`src/hdl/ictf_pkg.sv`:
```
// shared constants, types and the arctangent table of the tilt filter
package ictf_pkg;

   localparam int CORDIC_ITERATIONS = 16;
   localparam int ATAN_TABLE_LEN    = 24;
   localparam int CORDIC_STEPS      = (CORDIC_ITERATIONS < ATAN_TABLE_LEN) ?
                                      CORDIC_ITERATIONS : ATAN_TABLE_LEN;
   localparam int ITER_W            = (CORDIC_STEPS > 1) ? $clog2(CORDIC_STEPS) : 1;

   localparam int SAMPLE_W = 16;
   localparam int ANGLE_W  = 17;
   localparam int XY_W     = 26;
   localparam int Z_W      = 25;
   localparam int WEIGHT_W = 17;
   localparam int GAIN_W   = 16;
   localparam int MUL_W    = 18;
   localparam int PROD_W   = 2 * MUL_W;
   localparam int ACC_W    = PROD_W + 1;
   localparam int SUM_W    = ACC_W - 16;

   localparam logic [WEIGHT_W-1:0]      WEIGHT_ONE   = 17'd65536;
   localparam logic [WEIGHT_W-1:0]      WEIGHT_RESET = 17'd64225;
   localparam logic [GAIN_W-1:0]        GAIN_RESET   = 16'd1280;
   localparam logic signed [Z_W-1:0]    Z_QUARTER    = 25'sd5898240;
   localparam logic signed [Z_W-1:0]    Z_HALF_LSB   = 25'sd128;
   localparam logic signed [PROD_W-1:0] PROD_HALF    = 36'sd32768;
   localparam logic signed [ACC_W-1:0]  ACC_HALF     = 37'sd32768;
   localparam logic signed [SUM_W-1:0]  EST_MAX      = 21'sd65535;
   localparam logic signed [SUM_W-1:0]  EST_MIN      = -21'sd65536;

   localparam int CSR_ADDR_W = 3;
   localparam logic REG_BLEND_WEIGHT = 1'b0;
   localparam logic REG_GYRO_GAIN    = 1'b1;

   typedef enum logic [2:0] {
      ST_IDLE,
      ST_ROLL_ATAN,
      ST_PITCH_ATAN,
      ST_ROLL_BLEND,
      ST_PITCH_BLEND,
      ST_DELIVER
   } tilt_state_type;

   typedef enum logic [1:0] {
      BL_RATE,
      BL_PROP,
      BL_ACCEL,
      BL_SUM
   } blend_step_type;

   typedef struct packed {
      logic signed [ANGLE_W-1:0]  est;
      logic signed [SAMPLE_W-1:0] gyro;
      logic signed [ANGLE_W-1:0]  accel;
      logic [WEIGHT_W-1:0]        weight;
      logic [GAIN_W-1:0]          gain;
   } blend_opnd_type;

   // atan(2^-i) in 2^-16 degree
   function automatic logic signed [Z_W-1:0] atan_step(input logic [4:0] idx);
      logic signed [Z_W-1:0] v;
      begin
         case (idx)
            5'd0:    v = 25'sd2949120;
            5'd1:    v = 25'sd1740967;
            5'd2:    v = 25'sd919879;
            5'd3:    v = 25'sd466945;
            5'd4:    v = 25'sd234379;
            5'd5:    v = 25'sd117304;
            5'd6:    v = 25'sd58666;
            5'd7:    v = 25'sd29335;
            5'd8:    v = 25'sd14668;
            5'd9:    v = 25'sd7334;
            5'd10:   v = 25'sd3667;
            5'd11:   v = 25'sd1833;
            5'd12:   v = 25'sd917;
            5'd13:   v = 25'sd458;
            5'd14:   v = 25'sd229;
            5'd15:   v = 25'sd115;
            5'd16:   v = 25'sd57;
            5'd17:   v = 25'sd29;
            5'd18:   v = 25'sd14;
            5'd19:   v = 25'sd7;
            5'd20:   v = 25'sd4;
            5'd21:   v = 25'sd2;
            5'd22:   v = 25'sd1;
            default: v = 25'sd0;
         endcase
         return v;
      end
   endfunction

endpackage

```
`src/hdl/ictf_cordic.sv`:
```
// iterative cordic vectoring unit: atan2 in 1/256 degree, one rotation per cycle
module ictf_cordic (
   input  logic                               clock,
   input  logic                               reset,
   input  logic                               start,
   input  logic signed [ictf_pkg::SAMPLE_W-1:0] opnd_y,
   input  logic signed [ictf_pkg::SAMPLE_W-1:0] opnd_x,
   output logic                               done,
   output logic signed [ictf_pkg::ANGLE_W-1:0]  angle
);

   logic signed [ictf_pkg::XY_W-1:0] x_ff, x_in, y_ff, y_in;
   logic signed [ictf_pkg::XY_W-1:0] x_load, y_load, x_shift, y_shift;
   logic signed [ictf_pkg::Z_W-1:0]  z_ff, z_in, z_round, z_step;
   logic [ictf_pkg::ITER_W-1:0]      iter_ff, iter_in;
   logic                             busy_ff, busy_in, done_ff, done_in;
   logic                             zero_ff, zero_in;

   always_comb begin
      x_load  = $signed({{(ictf_pkg::XY_W-ictf_pkg::SAMPLE_W-8){opnd_x[ictf_pkg::SAMPLE_W-1]}},
                         opnd_x, 8'h00});
      y_load  = $signed({{(ictf_pkg::XY_W-ictf_pkg::SAMPLE_W-8){opnd_y[ictf_pkg::SAMPLE_W-1]}},
                         opnd_y, 8'h00});
      x_shift = x_ff >>> iter_ff;
      y_shift = y_ff >>> iter_ff;
      z_step  = ictf_pkg::atan_step(5'(iter_ff));
      x_in    = x_ff;
      y_in    = y_ff;
      z_in    = z_ff;
      iter_in = iter_ff;
      busy_in = busy_ff;
      zero_in = zero_ff;
      done_in = 1'b0;
      if (!busy_ff && start) begin
         busy_in = 1'b1;
         iter_in = '0;
         zero_in = (opnd_x == '0) && (opnd_y == '0);
         if (!opnd_x[ictf_pkg::SAMPLE_W-1]) begin
            x_in = x_load;
            y_in = y_load;
            z_in = '0;
         end else if (!opnd_y[ictf_pkg::SAMPLE_W-1]) begin
            // left half plane: rotate by -90 degrees first
            x_in = y_load;
            y_in = -x_load;
            z_in = ictf_pkg::Z_QUARTER;
         end else begin
            x_in = -y_load;
            y_in = x_load;
            z_in = -ictf_pkg::Z_QUARTER;
         end
      end else if (busy_ff) begin
         if (!y_ff[ictf_pkg::XY_W-1]) begin
            x_in = x_ff + y_shift;
            y_in = y_ff - x_shift;
            z_in = z_ff + z_step;
         end else begin
            x_in = x_ff - y_shift;
            y_in = y_ff + x_shift;
            z_in = z_ff - z_step;
         end
         iter_in = iter_ff + 1'b1;
         if (iter_ff == ictf_pkg::ITER_W'(ictf_pkg::CORDIC_STEPS - 1)) begin
            busy_in = 1'b0;
            done_in = 1'b1;
         end
      end
   end

   always_ff @(posedge clock) begin
      x_ff    <= x_in;
      y_ff    <= y_in;
      z_ff    <= z_in;
      iter_ff <= iter_in;
      zero_ff <= zero_in;
      if (reset) begin
         busy_ff <= 1'b0;
         done_ff <= 1'b0;
      end else begin
         busy_ff <= busy_in;
         done_ff <= done_in;
      end
   end

   // round half up to 1/256 degree
   assign z_round = z_ff + ictf_pkg::Z_HALF_LSB;
   assign angle   = zero_ff ? '0 : $signed(z_round[8 +: ictf_pkg::ANGLE_W]);
   assign done    = done_ff;

endmodule

```
`config.mk`:
```
export PLATFORM = sky130hd
export DESIGN_NAME = ictf_cordic
export DESIGN_NICKNAME = d
export VERILOG_FILES = /design/src/hdl/ictf_pkg.sv /design/src/hdl/ictf_cordic.sv
export SDC_FILE = /design/constraint.sdc
export NUM_CORES = 1
export LEC_CHECK = 0
export BUFFER_PORTS_ARGS = -buffer_cell sky130_fd_sc_hd__buf_2
export CAP_MARGIN = 40
export CORE_MARGIN = 4
export CORE_UTILIZATION = 30
export DETAILED_ROUTE_END_ITERATION = 10
export GPL_ROUTABILITY_DRIVEN = 0
export PLACE_DENSITY = 0.48
export SYNTH_ARGS = -nofsm -noshare
export SYNTH_HDL_FRONTEND = slang
export SYNTH_SLANG_ARGS = --single-unit
```
`constraint.sdc`:
```
create_clock -name clock -period 6.2 [get_ports clock]
set_clock_uncertainty 0.15 [all_clocks]
set_input_delay 1.24 -clock clock [delete_from_list [all_inputs] [get_ports clock]]
set_output_delay 1.24 -clock clock [all_outputs]
set_load 0.02 [all_outputs]
```
==> results of run 1 <==
## cell families after synthesis
kind of cell    Yosys count  share of synthesized area [%]
simple gates            512                           18.2
compound gates          441                           21.3
xor+xnor                152                           10.0
buf+inv                 143                           5.02
flops                   106                           21.9
mux                     105                           14.6
fa+ha+maj                93                           8.95
## metal layers
layer / vias to the layer above / part of all wire, % / global-route usage [%]
li1: 5816 / - / -
met1: 5774 / 48 / 25.3
met2: 313 / 45 / 27.1
met3: 40 / 5.7 / 3.07
met4: 0 / 1.6 / 4.63
met5: - / 0 / 0
## path summary, 6_finish.rpt
check                                 from  endpoint  slack [ns]
worst min register to register     y_ff[0]   y_ff[0]        0.55
worst max-delay path            iter_ff[1]  y_ff[19]        0.49
worst max register to register  iter_ff[1]  y_ff[19]        0.49
worst min-delay path               y_ff[0]   y_ff[0]        0.55
## stage by stage
stage / worst slack, ns / hold WS, ns / cell area (sq um) / std cells / util (%)
after floorplan: 0.914 / 0.489 / 13300 / 1552 / -
after global placement: 0.530 / 0.511 / 14000 / 2134 / 32.4
after detailed placement: 0.401 / 0.522 / 14100 / 2136 / 32.5
after CTS: 0.368 / 0.540 / 14400 / 2152 / 33.2
after global routing: 0.00664 / 0.573 / 14400 / 2152 / 33.2
final: 0.491 / 0.549 / 14400 / 2153 / 33.2
## worst max-delay path: cells and delay by family (launching register included)
kind	cells	cell delay (ns)
AOI/OAI and AO/OA	6	1.54
xor gates and xnor gates	1	0.16
adders and majority gates	1	0.37
buffers and inverters	2	0.37
DFF	1	0.64
muxes	2	1.28
and+or+nand+nor	5	0.92
## layout make-up
| type | instances | area (sq um) | share of cell area, % |
|---|---|---|---|
| flip-flops and latches | 106 | 2910 | 20.2 |
| inverters | 61 | 231 | 1.61 |
| well taps | 585 | 732 | 5.08 |
| diodes | 1 | 2.50 | 0.0174 |
| clock buffers | 10 | 229 | 1.59 |
| repair buffers | 81 | 523 | 3.63 |
| clock inverters | 6 | 83.8 | 0.582 |
| multi-input cells | 1303 | 9690 | 67.3 |
## registers in the layout, summed over array words and instances (netlist names)
| register | flops |
|---|---|
| z_ff | 25 |
| iter_ff | 4 |
| x_ff | 26 |
| y_ff | 26 |
| z_step | 22 |
| done | 1 |
| zero_ff | 1 |
| busy_ff | 1 |
## layout by cell type, fill, tap and decap left out, types with 8 or more instances in the layout
cell type  synthesis  layout
nor2_1           159     159
nand2_1          143     143
a21oi_1          126     126
o21ai_0          100     100
xnor2_1           93      93
ha_1              90      90
edfxtp_1          78      78
xor2_1            59      59
inv_1             57      56
buf_2              9      52
nor3_1            43      43
mux2i_1           36      36
nand3_1           36      36
o211ai_1          33      33
mux4_1            31      31
mux4_2            29      29
a21o_1            29      29
buf_4              2      26
nand2b_1          24      24
dfxtp_1           28      24
o22ai_1           19      19
a31oi_1           19      19
and3_1            17      17
o31ai_1           17      17
a211oi_1          15      15
and2_1            14      14
nor2b_1           13      13
o21a_1            13      13
or3_1             12      12
or2_2             10      10
nand4_1           10      10
o21bai_1           9       9
clkbuf_16          0       9
mux2_2             8       8
o41ai_1            8       8
## cells in the mapped netlist (13+ instances only)
| master | instances | area, sq um |
|---|---|---|
| mux4_2 | 29 | 653 |
| o31ai_1 | 17 | 128 |
| o21a_1 | 13 | 97.6 |
| mux2i_1 | 36 | 360 |
| mux4_1 | 31 | 815 |
| nor2b_1 | 13 | 81.3 |
| nand3_1 | 36 | 180 |
| dfxtp_1 | 28 | 561 |
| nor2_1 | 159 | 597 |
| o22ai_1 | 19 | 119 |
| and3_1 | 17 | 106 |
| a21o_1 | 29 | 218 |
| a21oi_1 | 126 | 631 |
| inv_1 | 57 | 214 |
| o211ai_1 | 33 | 248 |
| o21ai_0 | 100 | 500 |
| nand2_1 | 143 | 537 |
| nor3_1 | 43 | 215 |
| xnor2_1 | 93 | 815 |
| xor2_1 | 59 | 517 |
| edfxtp_1 | 78 | 2340 |
| a31oi_1 | 19 | 119 |
| ha_1 | 90 | 1130 |
| a211oi_1 | 15 | 113 |
| nand2b_1 | 24 | 150 |
| and2_1 | 14 | 87.6 |
| clkbuf_1 | 49 | 184 |
==> results.json, run 1 <==
{
  "vias": 11943,
  "finalCritPeriodShare_pct": 92.1,
  "ctsHoldBuffers": 0,
  "tightest_slew_ns": 0.876,
  "hold_viol": 0,
  "coreArea_sq_mm": 0.0434,
  "portBuffers": 52,
  "cts_resized": 0,
  "layout_min_cycle_time_ns": 5.71,
  "cap_viol_max_count": 0,
  "cts-buffers-inserted": 9,
  "cts_tree": "built",
  "synth_area_per_cell_sq_um": 8.54,
  "clk_pin_slew_worst_paths_ns": 0.08,
  "drt-pass1-iter-count": 7,
  "nNetsFinal": 1690,
  "final-setup-viol-count": 0,
  "antenna_left": 0,
  "path_cells": "buf_12 -> mux4_1 -> mux4_1 -> a211oi_4 -> and2_1 -> and3b_1 -> nor2_1 -> xor2_1 -> ha_1 -> and3_1 -> a221o_1 -> a21o_1 -> inv_1 -> nand2_1 -> a21o_1 -> a2111oi_0 -> a211oi_1",
  "synth.cell_area_sq_mm": 0.0133,
  "crit_fanout": 44,
  "htreeDepth": 3,
  "post_cts_buffers": 0,
  "hp-class": "reg2reg",
  "syn2layout_area_growth_pct": 8.63,
  "cts_max_path_buffers": 2,
  "crit_slowest_cell": "mux4_1",
  "die_w_um": 218,
  "die_height_um": 218,
  "start_util_pct": 30.6,
  "drc_errors": 0,
  "finalSetupTns_ns": 0,
  "grt_util_all_layers_pct": 17.5,
  "fmax_ghz": 0.175,
  "synth_edf_count": 78,
  "drive_gt1_share_pct": 10.2,
  "max_stage_delay_ns": 0.67,
  "synth_top_flop_cell": "edfxtp_1",
  "grt_pass1_vias": 11249,
  "ios": 53,
  "syn_nets": 1680,
  "slew-limit-headroom_pct": 41.6,
  "root_buffer": "clkbuf_16",
  "crit_required_ns": 6.18,
  "wl_mm": 42.4,
  "yosys.cell_types.count": 79,
  "status": "complete, no violations",
  "yosysWarnings": 0,
  "clk_latency_ns": 0.40,
  "overflow": 0,
  "vias_per_cell": 5.55,
  "post_drt_wl_per_cell_um": 19.7,
  "rows": 76,
  "antenna_found_initial": 1,
  "drv_slew": 0,
  "yosysSeqAreaShare_pct": 21.9,
  "die_area_sq_mm": 0.0476,
  "rsz0062_at_grt": "no",
  "min_path_cells": 2,
  "async_reset_ff_share_pct": 0,
  "dp_hpwl_mm": 32.5,
  "crit_type": "reg2reg",
  "cp.arrival_ns": 5.69,
  "grt_max_degree": 46,
  "crit_path_start_kind": "register",
  "grt_pass1_wl_mm": 65.6,
  "cts_sinks": 106,
  "ys_seq_elements": 106,
  "end_kind": "register",
  "ff2ff_path_depth": 17,
  "synthesis.instances": 1552,
  "drt_iter0_drc": 1035,
  "nFillCells": 4542
}
Power of run 1 is left out: the tool's default activity adds up to more than one toggle a clock period on the data nets, which glitch-free logic cannot reach.
==> run 2, diff against run 1 <==
--- a/config.mk
+++ b/config.mk
@@ -8,10 +8,10 @@
 export BUFFER_PORTS_ARGS = -buffer_cell sky130_fd_sc_hd__buf_2
 export CAP_MARGIN = 40
 export CORE_MARGIN = 4
-export CORE_UTILIZATION = 30
+export CORE_UTILIZATION = 45
 export DETAILED_ROUTE_END_ITERATION = 10
 export GPL_ROUTABILITY_DRIVEN = 0
-export PLACE_DENSITY = 0.48
+export PLACE_DENSITY = 0.64
 export SYNTH_ARGS = -nofsm -noshare
 export SYNTH_HDL_FRONTEND = slang
 export SYNTH_SLANG_ARGS = --single-unit
==> run 2 against run 1 <==
  * Design area decreased by 2.1%
  * Sequential cell count unchanged
  * Die area decreased by 32%
  * First-iteration DRC count increased by 13%
  * Critical endpoint is now y_ff[24]
  * Non-clock buffer count decreased by 9
  * Hold slack improved by 0.0065 ns
==> results.json, run 2 (synthesized netlist as in run 1, its figures left out) <==
{
  "status": "complete, no violations",
  "grt_pass1_vias": 11182,
  "dp_hpwl_mm": 28.7,
  "cap_viol_max_count": 0,
  "die_w_um": 180,
  "crit_type": "reg2reg",
  "cts_resized": 0,
  "ios": 53,
  "drc_errors": 0,
  "crit_fanout": 23,
  "grt_max_degree": 75,
  "crit_path_start_kind": "register",
  "fmax_ghz": 0.174,
  "final_common_cell": "nor2_1",
  "final_cell_mix": "159 x nor2_1, 143 x nand2_1, 126 x a21oi_1",
  "portBuffers": 52,
  "hold_viol": 0,
  "root_buffer": "clkbuf_16",
  "drt_iter0_drc": 1168,
  "hp-class": "reg2reg",
  "post_cts_buffers": 0,
  "cp.arrival_ns": 5.73,
  "nNetsFinal": 1681,
  "vias": 12060,
  "cts_sinks": 106,
  "reg_top3": "x_ff x26, y_ff x26, z_ff x25",
  "antenna_found_initial": 2,
  "cts_max_path_buffers": 2,
  "crit_path_frequent_cell": "buf_4",
  "slew-limit-headroom_pct": 39.5,
  "syn2layout_area_growth_pct": 6.37,
  "vias_per_cell": 6.21,
  "start_util_pct": 45.9,
  "die_area_sq_mm": 0.0323,
  "path_cells": "buf_4 -> buf_4 -> mux4_2 -> mux4_1 -> a211oi_4 -> and2_1 -> and3b_1 -> nor2_1 -> xor2_1 -> ha_1 -> and3_1 -> nand3_1 -> o21ai_0 -> o211ai_1 -> a211o_1 -> o2111ai_1 -> mux2i_1 -> nand2_1",
  "clk_pin_slew_worst_paths_ns": 0.09,
  "wl_mm": 38.0,
  "grt_pass1_wl_mm": 60.8,
  "rsz0062_at_grt": "no",
  "crit_required_ns": 6.18,
  "drt-pass1-iter-count": 5,
  "cts_tree": "built",
  "overflow": 0,
  "clk_latency_ns": 0.38,
  "antenna_left": 0,
  "post_drt_wl_per_cell_um": 19.6,
  "crit_start": "iter_ff[3]",
  "cts-buffers-inserted": 9,
  "finalCritPeriodShare_pct": 92.6,
  "drv_slew": 0,
  "tightest_slew_ns": 0.908,
  "timing.rr.start": "iter_ff[3]",
  "max_stage_delay_ns": 0.68,
  "holdCritStartpoint": "y_ff[0]",
  "final-setup-viol-count": 0,
  "die_height_um": 180,
  "end_kind": "register",
  "drive_gt1_share_pct": 9.82,
  "grt_util_all_layers_pct": 22.6,
  "ctsHoldBuffers": 0,
  "rows": 62,
  "htreeDepth": 3,
  "coreArea_sq_mm": 0.0289,
  "finalSetupTns_ns": 0,
  "crit_slowest_cell": "dfxtp_2",
  "n_antenna_cell": 0,
  "layout_min_cycle_time_ns": 5.74
}
run 2: cell count changes in the layout (fill, tap and decap cells not counted), sizes merged:
cell	previous run	this run
buf	81	72
inv	60	62
clkbuf	10	9
diode	1	0
clkinv	6	5
run 2: worst max-delay path, delay by kind of cell, from the launching register on:
kind / cells / cell delay [ns]
AOI/OAI and AO/OA: 5 / 1.24
xor gates and xnor gates: 1 / 0.16
adders and majority gates: 1 / 0.38
buffers and inverters: 2 / 0.65
DFF: 1 / 0.68
muxes: 3 / 1.23
and+or+nand+nor: 6 / 1.00
run 2: path summary, 6_finish.rpt:
| path | slack (ns) | cells past startpoint | end |
|---|---|---|---|
| hold reg to reg | 0.56 | 2 | y_ff[0] |
| setup reg to reg | 0.46 | 18 | y_ff[24] |
| hold / removal | 0.56 | 2 | y_ff[0] |
| setup / recovery | 0.46 | 18 | y_ff[24] |
run 2: per-layer routing:
| layer | routed length [um] | up-vias | GRT usage, % |
|---|---|---|---|
| met4 | 572 | 4 | 4.15 |
| met3 | 2440 | 38 | 3.88 |
| met5 | 28 | - | 0 |
| li1 | - | 5802 | - |
| met2 | 17500 | 403 | 36.5 |
| met1 | 17400 | 5813 | 32.4 |
run 2: cell type report:
| cell class | instances | area, sq um |
|---|---|---|
| repair buffers | 72 | 468 |
| fillers | 2835 | 14800 |
| well taps | 384 | 480 |
| clock inverters | 7 | 91.3 |
| clock buffers | 9 | 225 |
| inverters | 61 | 230 |
| multi-input cells | 1303 | 9690 |
| flip-flops and latches | 106 | 2910 |
run 2: stage by stage:
step	hold slack (ns)	utilization [%]	cells	instance area (sq um)	worst slack (ns)
after floorplan	0.489	-	1552	13300	0.914
after global placement	0.511	47.6	1924	13700	0.476
after detailed placement	0.537	47.7	1926	13800	0.390
after CTS	0.563	48.8	1942	14100	0.347
after global routing	0.596	48.9	1942	14100	0.0365
final	0.555	48.9	1942	14100	0.458
Power of run 2 is left out for the same reason.
==> run 3, diff against run 2 <==
--- a/config.mk
+++ b/config.mk
@@ -8,7 +8,7 @@
 export BUFFER_PORTS_ARGS = -buffer_cell sky130_fd_sc_hd__buf_2
 export CAP_MARGIN = 40
 export CORE_MARGIN = 4
-export CORE_UTILIZATION = 45
+export CORE_UTILIZATION = 42
 export DETAILED_ROUTE_END_ITERATION = 10
 export GPL_ROUTABILITY_DRIVEN = 0
 export PLACE_DENSITY = 0.64
==> run 3 against run 2 <==
  * Setup slack improved by 0.16 ns
  * Wire length increased by 1.2%
  * Global-route usage fell by 0.35 points
  * First-iteration DRC count decreased by 6.3%
  * Final cell count rose by 0.93%
==> results.json, run 3 (synthesized netlist as in run 1, its figures left out) <==
{
  "use_met1_pct": 32.1,
  "die_height_um": 186,
  "grt_pass1_vias": 11301,
  "hold_viol": 0,
  "dp_hpwl_mm": 29.3,
  "drive_gt1_share_pct": 10.1,
  "final_cell_mix": "159 x nor2_1, 143 x nand2_1, 126 x a21oi_1",
  "cts_max_path_buffers": 2,
  "tightest_slew_ns": 0.815,
  "vias": 12132,
  "cap_viol_max_count": 0,
  "fmax_ghz": 0.179,
  "cts_sinks": 106,
  "busiest_layer": "met2",
  "ff2ff_path_depth": 20,
  "status": "complete, no violations",
  "portBuffers": 52,
  "r2r-end": "x_ff[23]",
  "path_cells": "mux4_1 -> nor2_1 -> nor3_1 -> a21oi_1 -> ha_1 -> inv_1 -> a2111oi_0 -> buf_4 -> and3_1 -> a21oi_1 -> xnor2_1 -> ha_1 -> a21o_1 -> a21o_1 -> nor3_1 -> a31oi_1 -> o41ai_1 -> o21ai_0 -> xnor2_1 -> o22ai_1",
  "multiInputGateArea_sq_mm": 0.00969,
  "grtUsageMet2_pct": 35.2,
  "ios": 53,
  "drc_errors": 0,
  "cts-buffers-inserted": 9,
  "antenna_found_initial": 1,
  "antenna_left": 0,
  "final-setup-viol-count": 0,
  "finalSetupTns_ns": 0,
  "cp.arrival_ns": 5.54,
  "end_kind": "register",
  "grt_max_degree": 55,
  "nFillCells": 2986,
  "final_common_cell": "nor2_1",
  "hp-class": "reg2reg",
  "die_area_sq_mm": 0.0345,
  "regToRegSetupSlack_ns": 0.62,
  "crit_slowest_cell": "mux4_1",
  "nNetsFinal": 1687,
  "die_w_um": 186,
  "wl_mm": 38.4,
  "slew-limit-headroom_pct": 45.7,
  "seqCellArea_sq_mm": 0.00291,
  "vias_per_cell": 6.19,
  "drv_slew": 0,
  "n_antenna_cell": 0,
  "holdCritStartpoint": "y_ff[0]",
  "clk_latency_ns": 0.38,
  "coreArea_sq_mm": 0.0308,
  "finalCritPeriodShare_pct": 90.1,
  "cts_tree": "built",
  "crit_required_ns": 6.16,
  "layout_min_cycle_time_ns": 5.58,
  "use_met3_pct": 4.18,
  "crit_fanout": 33,
  "htreeDepth": 3,
  "min_path_cells": 2,
  "drt-pass1-iter-count": 6,
  "overflow": 0,
  "rows": 64,
  "max_stage_delay_ns": 0.66,
  "grt_pass1_wl_mm": 61.8,
  "syn2layout_area_growth_pct": 6.77,
  "root_buffer": "clkbuf_16",
  "post_drt_wl_per_cell_um": 19.6,
  "reg_top3": "x_ff x26, y_ff x26, z_ff x25",
  "rsz0062_at_grt": "no",
  "grt_util_all_layers_pct": 22.3,
  "clk_pin_slew_worst_paths_ns": 0.09,
  "timing.rr.start": "iter_ff[0]",
  "crit_type": "reg2reg",
  "start_util_pct": 43.0,
  "hold_end": "y_ff[0]",
  "crit_path_start_kind": "register",
  "drt_iter0_drc": 1094
}
## run 3: changes by cell type in the layout (fill, tap and decap cells not counted), sizes merged
cell	delta
buf	+6
## run 3: through the flow
stage	std cells	utilization [%]	setup WS [ns]	hold WS, ns	instance area [sq um]
2_1_floorplan	1552	-	0.914	0.489	13300
3_3_place_gp	1941	44.7	0.542	0.527	13800
3_5_place_dp	1944	44.9	0.388	0.528	13800
4_1_cts	1960	45.9	0.357	0.552	14100
5_1_grt	1960	45.9	0.105	0.592	14200
6_report	1960	45.9	0.616	0.550	14200
## run 3: area by class of cell
class	instances	share of cell area (%)
clock inverter	7	0.628
multi-input combinational	1303	68.5
timing repair buffer	78	3.62
sequential	106	20.6
inverter	61	1.63
tap	396	3.50
clock buffer	9	1.59
## run 3: timing repair
action	CTS	global route
setup buffers	0	0
hold buffers	0	0
hold endpoints to repair	0	0
setup endpoints to repair	0	2
resized for setup	0	2
## run 3: worst max-delay path by stage
stage | slack [ns] | end | startpoint | cells after the start
after global placement | 0.54 | x_ff[23] | iter_ff[0] | 20
after CTS | 0.36 | x_ff[23] | iter_ff[0] | 20
final | 0.62 | x_ff[23] | iter_ff[0] | 20
after floorplan | 0.91 | x_ff[23] | iter_ff[2] | 21
after detailed placement | 0.39 | x_ff[23] | iter_ff[0] | 20
after global routing | 0.10 | x_ff[23] | iter_ff[0] | 21
## run 3: routing by layer
metal,up-vias,share of wire [%]
li1,5820,-
met2,436,45
met3,43,7.4
met5,-,0.034
met1,5831,46
met4,2,1.5
## run 3: worst max-delay path, delay by kind of cell, from the launching register on
family / cells / cell delay (ns)
compound gates: 9 / 1.98
xor+xnor: 2 / 0.35
fa+ha+maj: 2 / 0.56
buf+inv: 2 / 0.24
flops: 1 / 0.65
mux: 1 / 0.66
simple gates: 4 / 0.71
Power of run 3 is left out for the same reason.
